**src/slow_pwm_with_min_pulse_defines.svh**
```systemverilog
// ----------------------------------------------------------------------------
// slow_pwm_with_min_pulse_defines.svh
// Assertion macros shared by the slow PWM block.
// ----------------------------------------------------------------------------
`ifndef SLOW_PWM_WITH_MIN_PULSE_DEFINES_SVH
`define SLOW_PWM_WITH_MIN_PULSE_DEFINES_SVH

// Check that a condition holds in the same cycle as its trigger
`define SPWM_ASSERT_NOW(name, ante, cons, msg) \
  name: assert property (@(posedge clk_i) disable iff (!rst_ni) (ante) |-> (cons)) \
    else $error(msg);

// Check that a condition holds in the cycle after its trigger
`define SPWM_ASSERT_NEXT(name, ante, cons, msg) \
  name: assert property (@(posedge clk_i) disable iff (!rst_ni) (ante) |=> (cons)) \
    else $error(msg);

`endif

```
**src/spwm_pkg.sv**
```systemverilog
// ----------------------------------------------------------------------------
// spwm_pkg
// Shared widths, constants, types and helpers of the slow PWM block.
// ----------------------------------------------------------------------------
package spwm_pkg;

  localparam int unsigned DUTY_W    = 18;  // signed Q1.16 request
  localparam int unsigned DUTY_CW   = 17;  // clamped duty, 0..65536
  localparam int unsigned FRAC_W    = 16;  // fraction bits of the duty
  localparam int unsigned TIME_W    = 32;  // millisecond time
  localparam int unsigned CFG_W     = 16;  // register data width
  localparam int unsigned CFG_IDX_W = 2;   // register index width
  localparam int unsigned MS_W      = 26;  // 65535 s in ms fits 26 bits
  localparam int unsigned PROD_W    = DUTY_CW + MS_W;

  localparam logic [DUTY_CW-1:0] DUTY_ONE = DUTY_CW'(65536);
  localparam int unsigned        MS_PER_S = 1000;

  localparam logic [MS_W-1:0] PERIOD_RST_MS  = MS_W'(10 * MS_PER_S);
  localparam logic [MS_W-1:0] MIN_DUR_RST_MS = MS_W'(1 * MS_PER_S);

  // Register indexes
  typedef enum logic [CFG_IDX_W-1:0] {
    CFG_PERIOD  = 2'd0,
    CFG_MIN_DUR = 2'd1
  } cfg_reg_e;

  // Interval word handed from the multiply stage to the phase machine
  typedef struct packed {
    logic [MS_W-1:0]   on_ms;
    logic [MS_W-1:0]   off_ms;
    logic [TIME_W-1:0] now_ms;
  } interval_t;

  // Clamp a signed Q1.16 duty to 0..1.0
  function automatic logic [DUTY_CW-1:0] clamp_duty(input logic [DUTY_W-1:0] raw);
    logic [DUTY_CW-1:0] res;
    if (raw[DUTY_W-1]) begin
      res = '0;
    end else if (raw[DUTY_CW-1:0] > DUTY_ONE) begin
      res = DUTY_ONE;
    end else begin
      res = raw[DUTY_CW-1:0];
    end
    return res;
  endfunction

endpackage

```
**src/spwm_cfg.sv**
```systemverilog
// ----------------------------------------------------------------------------
// spwm_cfg
// Configuration registers, kept in milliseconds.
// ----------------------------------------------------------------------------
module spwm_cfg (
  input  logic                           clk_i,
  input  logic                           rst_ni,
  input  logic                           cfg_we_i,
  input  logic [spwm_pkg::CFG_IDX_W-1:0] cfg_idx_i,
  input  logic [spwm_pkg::CFG_W-1:0]     cfg_wdata_i,
  output logic [spwm_pkg::MS_W-1:0]      period_ms_o,
  output logic [spwm_pkg::MS_W-1:0]      min_ms_o
);
  import spwm_pkg::*;

  logic [MS_W-1:0] period_ms_q, period_ms_d;
  logic [MS_W-1:0] min_ms_q, min_ms_d;
  logic [MS_W-1:0] wdata_ms;

  // Scale seconds to milliseconds on the write
  assign wdata_ms = MS_W'(cfg_wdata_i) * MS_W'(MS_PER_S);

  // Decode the write; unknown indexes are dropped
  always_comb begin
    period_ms_d = period_ms_q;
    min_ms_d    = min_ms_q;
    if (cfg_we_i) begin
      case (cfg_idx_i)
        CFG_PERIOD:  period_ms_d = wdata_ms;
        CFG_MIN_DUR: min_ms_d    = wdata_ms;
        default: ;
      endcase
    end
  end

  always_ff @(posedge clk_i or negedge rst_ni) begin
    if (!rst_ni) begin
      period_ms_q <= PERIOD_RST_MS;
      min_ms_q    <= MIN_DUR_RST_MS;
    end else begin
      period_ms_q <= period_ms_d;
      min_ms_q    <= min_ms_d;
    end
  end

  assign period_ms_o = period_ms_q;
  assign min_ms_o    = min_ms_q;

endmodule

```
**src/spwm_split.sv**
```systemverilog
// ----------------------------------------------------------------------------
// spwm_split
// Input register and on/off interval split of the period.
// ----------------------------------------------------------------------------
module spwm_split (
  input  logic                          clk_i,
  input  logic                          rst_ni,
  input  logic                          in_valid_i,
  output logic                          in_ready_o,
  input  logic [spwm_pkg::DUTY_W-1:0]   duty_i,
  input  logic [spwm_pkg::TIME_W-1:0]   now_ms_i,
  input  logic [spwm_pkg::MS_W-1:0]     period_ms_i,
  output logic                          ivl_valid_o,
  input  logic                          ivl_ready_i,
  output spwm_pkg::interval_t           ivl_o
);
  import spwm_pkg::*;

  logic               in_v_q, in_v_d;
  logic [DUTY_CW-1:0] duty_q;
  logic [TIME_W-1:0]  now_q;
  logic               ivl_v_q, ivl_v_d;
  interval_t          ivl_q, ivl_d;
  logic               ivl_free;
  logic               in_free;
  logic [PROD_W-1:0]  prod;
  logic [MS_W-1:0]    on_ms;
  logic               frac_nz;

  assign ivl_free   = !ivl_v_q || ivl_ready_i;
  assign in_free    = !in_v_q || ivl_free;
  assign in_ready_o = in_free;

  // On time is the truncated product; off time is the period minus the
  // rounded-up product, which equals the truncated complement product
  assign prod    = PROD_W'(duty_q) * PROD_W'(period_ms_i);
  assign on_ms   = prod[FRAC_W +: MS_W];
  assign frac_nz = |prod[FRAC_W-1:0];

  always_comb begin
    ivl_d.on_ms  = on_ms;
    ivl_d.off_ms = period_ms_i - on_ms - MS_W'(frac_nz);
    ivl_d.now_ms = now_q;
  end

  // Advance valid bits of both stages
  assign in_v_d  = in_free ? in_valid_i : in_v_q;
  assign ivl_v_d = ivl_free ? in_v_q : ivl_v_q;

  always_ff @(posedge clk_i or negedge rst_ni) begin
    if (!rst_ni) begin
      in_v_q  <= 1'b0;
      ivl_v_q <= 1'b0;
    end else begin
      in_v_q  <= in_v_d;
      ivl_v_q <= ivl_v_d;
    end
  end

  // Hold the input word, clamped on entry
  always_ff @(posedge clk_i) begin
    if (in_valid_i && in_free) begin
      duty_q <= clamp_duty(duty_i);
      now_q  <= now_ms_i;
    end
    if (in_v_q && ivl_free) begin
      ivl_q <= ivl_d;
    end
  end

  assign ivl_valid_o = ivl_v_q;
  assign ivl_o       = ivl_q;

endmodule

```
**src/spwm_phase.sv**
```systemverilog
// ----------------------------------------------------------------------------
// spwm_phase
// Idle/high/low phase machine with minimum-interval override and result
// register.
// ----------------------------------------------------------------------------
module spwm_phase (
  input  logic                       clk_i,
  input  logic                       rst_ni,
  input  logic                       ivl_valid_i,
  output logic                       ivl_ready_o,
  input  spwm_pkg::interval_t        ivl_i,
  input  logic [spwm_pkg::MS_W-1:0]  min_ms_i,
  output logic                       out_valid_o,
  input  logic                       out_ready_i,
  output logic                       drive_on_o
);
  import spwm_pkg::*;

  typedef enum logic [1:0] {
    PH_IDLE = 2'd0,
    PH_HIGH = 2'd1,
    PH_LOW  = 2'd2
  } phase_e;

  phase_e            phase_q, phase_d, phase_cur;
  logic [TIME_W-1:0] start_q, start_d, start_cur;
  logic              out_v_q, out_v_d;
  logic              drive_q, drive_d;
  logic              take;
  logic [TIME_W-1:0] on_end;
  logic [TIME_W-1:0] off_end;

  assign take        = !out_v_q || out_ready_i;
  assign ivl_ready_o = take;

  // An idle phase starts high at the current time
  assign phase_cur = (phase_q == PH_IDLE) ? PH_HIGH : phase_q;
  assign start_cur = (phase_q == PH_IDLE) ? ivl_i.now_ms : start_q;
  assign on_end    = start_cur + TIME_W'(ivl_i.on_ms);
  assign off_end   = start_cur + TIME_W'(ivl_i.off_ms);

  // Next phase and level for the word in front
  always_comb begin
    phase_d = phase_q;
    start_d = start_q;
    drive_d = 1'b0;
    if (ivl_i.on_ms < min_ms_i) begin
      phase_d = PH_IDLE;
      drive_d = 1'b0;
    end else if (ivl_i.off_ms < min_ms_i) begin
      phase_d = PH_IDLE;
      drive_d = 1'b1;
    end else begin
      case (phase_cur)
        PH_HIGH: begin
          if (ivl_i.now_ms > on_end) begin
            phase_d = PH_LOW;
            start_d = ivl_i.now_ms;
            drive_d = 1'b0;
          end else begin
            phase_d = PH_HIGH;
            start_d = start_cur;
            drive_d = 1'b1;
          end
        end
        PH_LOW: begin
          if (ivl_i.now_ms > off_end) begin
            phase_d = PH_HIGH;
            start_d = ivl_i.now_ms;
            drive_d = 1'b1;
          end else begin
            drive_d = 1'b0;
          end
        end
        default: begin
          drive_d = 1'b0;
        end
      endcase
    end
  end

  assign out_v_d = take ? ivl_valid_i : out_v_q;

  // Commit state and result together when the word moves out
  always_ff @(posedge clk_i or negedge rst_ni) begin
    if (!rst_ni) begin
      phase_q <= PH_IDLE;
      start_q <= '0;
      out_v_q <= 1'b0;
      drive_q <= 1'b0;
    end else begin
      out_v_q <= out_v_d;
      if (ivl_valid_i && take) begin
        phase_q <= phase_d;
        start_q <= start_d;
        drive_q <= drive_d;
      end
    end
  end

  assign out_valid_o = out_v_q;
  assign drive_on_o  = drive_q;

endmodule

```
**src/slow_pwm_with_min_pulse.sv**
```systemverilog
// ----------------------------------------------------------------------------
// slow_pwm_with_min_pulse
// Time-proportioning slow PWM with minimum on and off intervals.
//
//   channel  direction  handshake             payload
//   in       input      in_valid_i/in_ready_o duty_i, now_ms_i
//   out      output     out_valid_o/out_ready_i drive_on_o
//   cfg      input      cfg_we_i              cfg_idx_i, cfg_wdata_i
//
// One word enters per cycle unless the output stalls; each result passes in turn
// through the three register stages (input, interval multiply, phase).
// A stalled output backs up through the stages to in_ready_o.
// Reset loads a 10 s period, a 1 s minimum and an idle phase.
// ----------------------------------------------------------------------------
module slow_pwm_with_min_pulse (
  input  logic                           clk_i,
  input  logic                           rst_ni,
  input  logic                           in_valid_i,
  output logic                           in_ready_o,
  input  logic [spwm_pkg::DUTY_W-1:0]    duty_i,
  input  logic [spwm_pkg::TIME_W-1:0]    now_ms_i,
  output logic                           out_valid_o,
  input  logic                           out_ready_i,
  output logic                           drive_on_o,
  input  logic                           cfg_we_i,
  input  logic [spwm_pkg::CFG_IDX_W-1:0] cfg_idx_i,
  input  logic [spwm_pkg::CFG_W-1:0]     cfg_wdata_i
);
  import spwm_pkg::*;

`include "slow_pwm_with_min_pulse_defines.svh"

  logic [MS_W-1:0] period_ms;
  logic [MS_W-1:0] min_ms;
  logic            ivl_valid;
  logic            ivl_ready;
  interval_t       ivl;
  logic            ivl_fire;
  logic            short_on;
  logic            force_on;
  logic            out_stall;

  spwm_cfg u_cfg (
    .clk_i       (clk_i),
    .rst_ni      (rst_ni),
    .cfg_we_i    (cfg_we_i),
    .cfg_idx_i   (cfg_idx_i),
    .cfg_wdata_i (cfg_wdata_i),
    .period_ms_o (period_ms),
    .min_ms_o    (min_ms)
  );

  spwm_split u_split (
    .clk_i       (clk_i),
    .rst_ni      (rst_ni),
    .in_valid_i  (in_valid_i),
    .in_ready_o  (in_ready_o),
    .duty_i      (duty_i),
    .now_ms_i    (now_ms_i),
    .period_ms_i (period_ms),
    .ivl_valid_o (ivl_valid),
    .ivl_ready_i (ivl_ready),
    .ivl_o       (ivl)
  );

  spwm_phase u_phase (
    .clk_i       (clk_i),
    .rst_ni      (rst_ni),
    .ivl_valid_i (ivl_valid),
    .ivl_ready_o (ivl_ready),
    .ivl_i       (ivl),
    .min_ms_i    (min_ms),
    .out_valid_o (out_valid_o),
    .out_ready_i (out_ready_i),
    .drive_on_o  (drive_on_o)
  );

  assign ivl_fire  = ivl_valid && ivl_ready;
  assign short_on  = ivl.on_ms < min_ms;
  assign force_on  = !short_on && (ivl.off_ms < min_ms);
  assign out_stall = out_valid_o && !out_ready_i;

  // A short on time forces the output off
  `SPWM_ASSERT_NEXT(a_short_on_off, ivl_fire && short_on, !drive_on_o, "short on time not off")
  // A short off time with a long enough on time forces the output on
  `SPWM_ASSERT_NEXT(a_short_off_on, ivl_fire && force_on, drive_on_o, "short off time not on")
  // Input stalls only under output back-pressure
  `SPWM_ASSERT_NOW(a_stall_cause, !in_ready_o, out_stall, "input stall without back-pressure")
  // Every moved interval word produces a result next cycle
  `SPWM_ASSERT_NEXT(a_word_out, ivl_fire, out_valid_o, "interval word lost")

endmodule
```
**config.mk**
```make
export PLATFORM = sky130hd
export DESIGN_NAME = slow_pwm_with_min_pulse
export DESIGN_NICKNAME = d
export VERILOG_FILES = /design/src/spwm_pkg.sv /design/src/spwm_cfg.sv /design/src/spwm_split.sv /design/src/spwm_phase.sv /design/src/slow_pwm_with_min_pulse.sv
export VERILOG_INCLUDE_DIRS = /design/src /design/src/src
export SDC_FILE = /design/constraint.sdc
export NUM_CORES = 2
export LEC_CHECK = 0
export ABC_AREA = 1
export BUFFER_PORTS_ARGS = -buffer_cell sky130_fd_sc_hd__buf_2
export CELL_PAD_IN_SITES_DETAIL_PLACEMENT = 2
export CELL_PAD_IN_SITES_GLOBAL_PLACEMENT = 2
export CORE_MARGIN = 2
export CORE_UTILIZATION = 40
export CTS_BUF_LIST = sky130_fd_sc_hd__clkbuf_4
export DETAILED_ROUTE_END_ITERATION = 10
export PLACE_DENSITY = 0.93
export SETUP_SLACK_MARGIN = 0.2
export SYNTH_ARGS = -nofsm -noshare
export SYNTH_HDL_FRONTEND = slang
export SYNTH_HIERARCHICAL = 1
export SYNTH_SLANG_ARGS = --single-unit
```
**constraint.sdc**
```tcl
create_clock -name clk_i -period 10.1 [get_ports clk_i]
set_input_delay 3.03 -clock clk_i [delete_from_list [all_inputs] [get_ports clk_i]]
set_output_delay 3.03 -clock clk_i [all_outputs]
set_load 0.005 [all_outputs]
```
==> results.txt <==
crit-path max FO -> 26
All-Layer GR Usage -> 35.4%
Post-Place Worst Slack -> 1220 ps
Root Buffer -> clkbuf_4
share of layout cells above drive strength 1 -> 7.85%
total grt overflow -> 0
initial antenna violation count -> 9
Die Span X -> 295 um
most common library cells after synthesis -> nand2_1, inv_1, fa_1
skew final -> 84.5 ps
Final Max Tran Viols -> 0
dpl hpwl -> 119000 um
Synth area leader -> fa_1
Pre-Repair DR Iteration Count -> 6
Fmax -> 0.105 GHz
# IOs -> 76
final setup margin -> 577 ps
final wirelength -> 153000 um
routability congestion estimate -> 0.938
Starting Density -> 40.5%
PortBufs -> 75
first-pass GRT wire length -> 230000 um
EDFF count, synth -> 133
setup TNS -> 0 ps
post-CTS setup buffers -> 0
DRC Markers -> 0
status -> completed
Synth Warn # -> 6
Min Hold Slack -> 415 ps
Cell Rows -> 106
final setup vio count -> 0
slowest stage delay, CP -> 1200 ps
Final Hold Fails -> 0
Max H-tree Level -> 3
hold buffer count at cts -> 0
critical path class -> reg2reg
register area share after synthesis -> 18.0%
Sink Count -> 217
CTS tree -> done
Slew HR -> 13.7%
CP Buf/Inv Count -> 8
worst hold path class -> reg2reg
top_reg_cell synth -> edfxtp_1
Storage cell area -> 6110 sq um
Req. time, crit path -> 10690 ps
Initial DRC Count -> 1886
Worst Path Arrival -> 10120 ps
cell area after synthesis -> 33900 sq um
vias post-DR -> 31200
DR vias/cell -> 5.62
maximum clock insertion buffer count -> 3
Die ar. -> 87200 sq um
largest net degree at the start of global routing -> 68
Max-cap violations -> 0
core area -> 83800 sq um
Worst path most repeated cell -> nand2_1
Yosys top cell area share -> 24.5%
DRT antenna net count -> 0
fin nets -> 5234
FILL cells -> 9672
Critical Path Sink Type -> flop
Worst-Margin Slew -> 1300 ps
Largest delay share family, worst path -> adder cells
unrepaired setup endpoints after global routing -> false
Area growth syn-to-layout -> 7.06%
Clk Latency, worst-skew pair -> 890 ps
crit share post-route -> 94.3%
Yosys cell types -> 62
Post-Syn Area per Cell -> 7.86 sq um
vias in the first global route -> 37500
# resized after CTS -> 0
Num CTS Buffers -> 68
Syn Inst Count -> 4319
FFs w/ async S/R, synth -> 38.7%
chip height -> 295 um
wire per inst -> 27.5 um
multi-input logic area -> 23500 sq um
synth top area cells -> fa_1, ha_1, nand2_1
kind of start point of the critical path -> flop
Clk pin slew, worst setup/hold paths -> 60 ps
minimum clock period -> 9520 ps
critical path's slowest cell -> edfxtp_1
number of synthesized register bits -> 217
most common cell in the synthesized netlist -> nand2_1
post-layout util -> 43.3%
cell usage in the layout (no fill, tap or decap), types with 14 or more instances in the layout:
cell type  synthesis  routed
xor2_1            68      68
inv_1            975     974
buf_2             10      74
edfxtp_1         133     133
o21ai_1           20      20
dfrtp_1           73      73
nor2_1           200     200
fa_1             416     416
a21o_1            20      20
o21bai_1          14      14
o21ai_0           87      87
mux2_2            25      25
a21oi_1          192     191
ha_1             380     380
buf_4             12      34
nand2_1         1172    1172
nor3_1            20      20
xnor2_1           49      49
clkbuf_4           0     101
nand3b_1          16      16
clkinv_1           2      14
nand4_1           28      28
nand2_2           29      29
nand3_1          133     133
final cells by class:
| class | instances | area share [%] |
|---|---|---|
| Clock inverter | 23 | 0.517 |
| Inverter | 986 | 10.2 |
| Timing Repair Buffer | 108 | 1.72 |
| Sequential cell | 217 | 16.8 |
| Clock buffer | 101 | 2.09 |
| Multi-Input combinational cell | 2984 | 64.7 |
| Antenna cell | 7 | 0.0482 |
| Tap cell | 1134 | 3.91 |
kinds of logic (layout without fill, tap and decap cells):
kind of cell               count (synthesis)  count (layout)  share of synthesized area (%)
xor gates and xnor gates                 117             117                           3.02
adders and majority gates                796             796                           38.6
AOI/OAI and AO/OA                        394             394                           6.67
other                                      1              13                         0.0111
muxes                                     25              25                          0.830
DFF                                      217             217                           18.0
and+or+nand+nor                         1646            1646                           20.1
buffers and inverters                   1123            1218                           12.8
stage by stage:
| stage | cells | area [sq um] |
|---|---|---|
| finish | 5560 | 36300 |
| global route | 5558 | 36300 |
| floorplan | 4324 | 34000 |
| CTS | 5553 | 36300 |
| global placement | 5429 | 35400 |
| detailed placement | 5429 | 35400 |
layer usage:
layer	track usage, %	routed length (um)
met1	36.6	54700
met3	6.07	7440
met5	0	67
met4	25.1	12000
met2	64.9	78800
worst register-to-register path: cells and delay by family (launching register included):
| kind | cells | cell delay (ps) |
|---|---|---|
| AOI/OAI and AO/OA | 4 | 1360 |
| DFF | 1 | 1200 |
| and+or+nand+nor | 10 | 1200 |
| xor gates and xnor gates | 1 | 430 |
| adders and majority gates | 9 | 4370 |
| buffers and inverters | 8 | 690 |
flip-flops by register name (all words and copies together) (netlist names), 2 cells and up:
name,flops
u_phase/phase_q,2
u_phase/start_q,32
u_split/ivl_o,84
u_cfg/period_ms_o,23
u_split/now_q,32
u_split/duty_q,17
u_cfg/min_ms_o,23
path summary, 6_finish.rpt:
kind,startpoint,to,slack [ps],cells after the start
min in group asynchronous,rst_ni,u_phase/start_q[30]$_DFFE_PN0P_,2190,1
max in group asynchronous,rst_ni,u_cfg/min_ms_o[24]$_DFFE_PN0P_,6680,2
setup / recovery,u_split/duty_q[8]$_SDFFCE_PP0P_,u_split/ivl_o[57]$_DFFE_PP_,580,32
setup reg to reg,u_split/duty_q[8]$_SDFFCE_PP0P_,u_split/ivl_o[57]$_DFFE_PP_,580,32
hold / removal,u_split/now_q[17]$_DFFE_PP_,u_split/ivl_o[17]$_DFFE_PP_,420,0
hold reg to reg,u_split/now_q[17]$_DFFE_PP_,u_split/ivl_o[17]$_DFFE_PP_,420,0
Power is not shown: default switching activity piles up to over one toggle a cycle in this logic, so the estimate is an artifact.
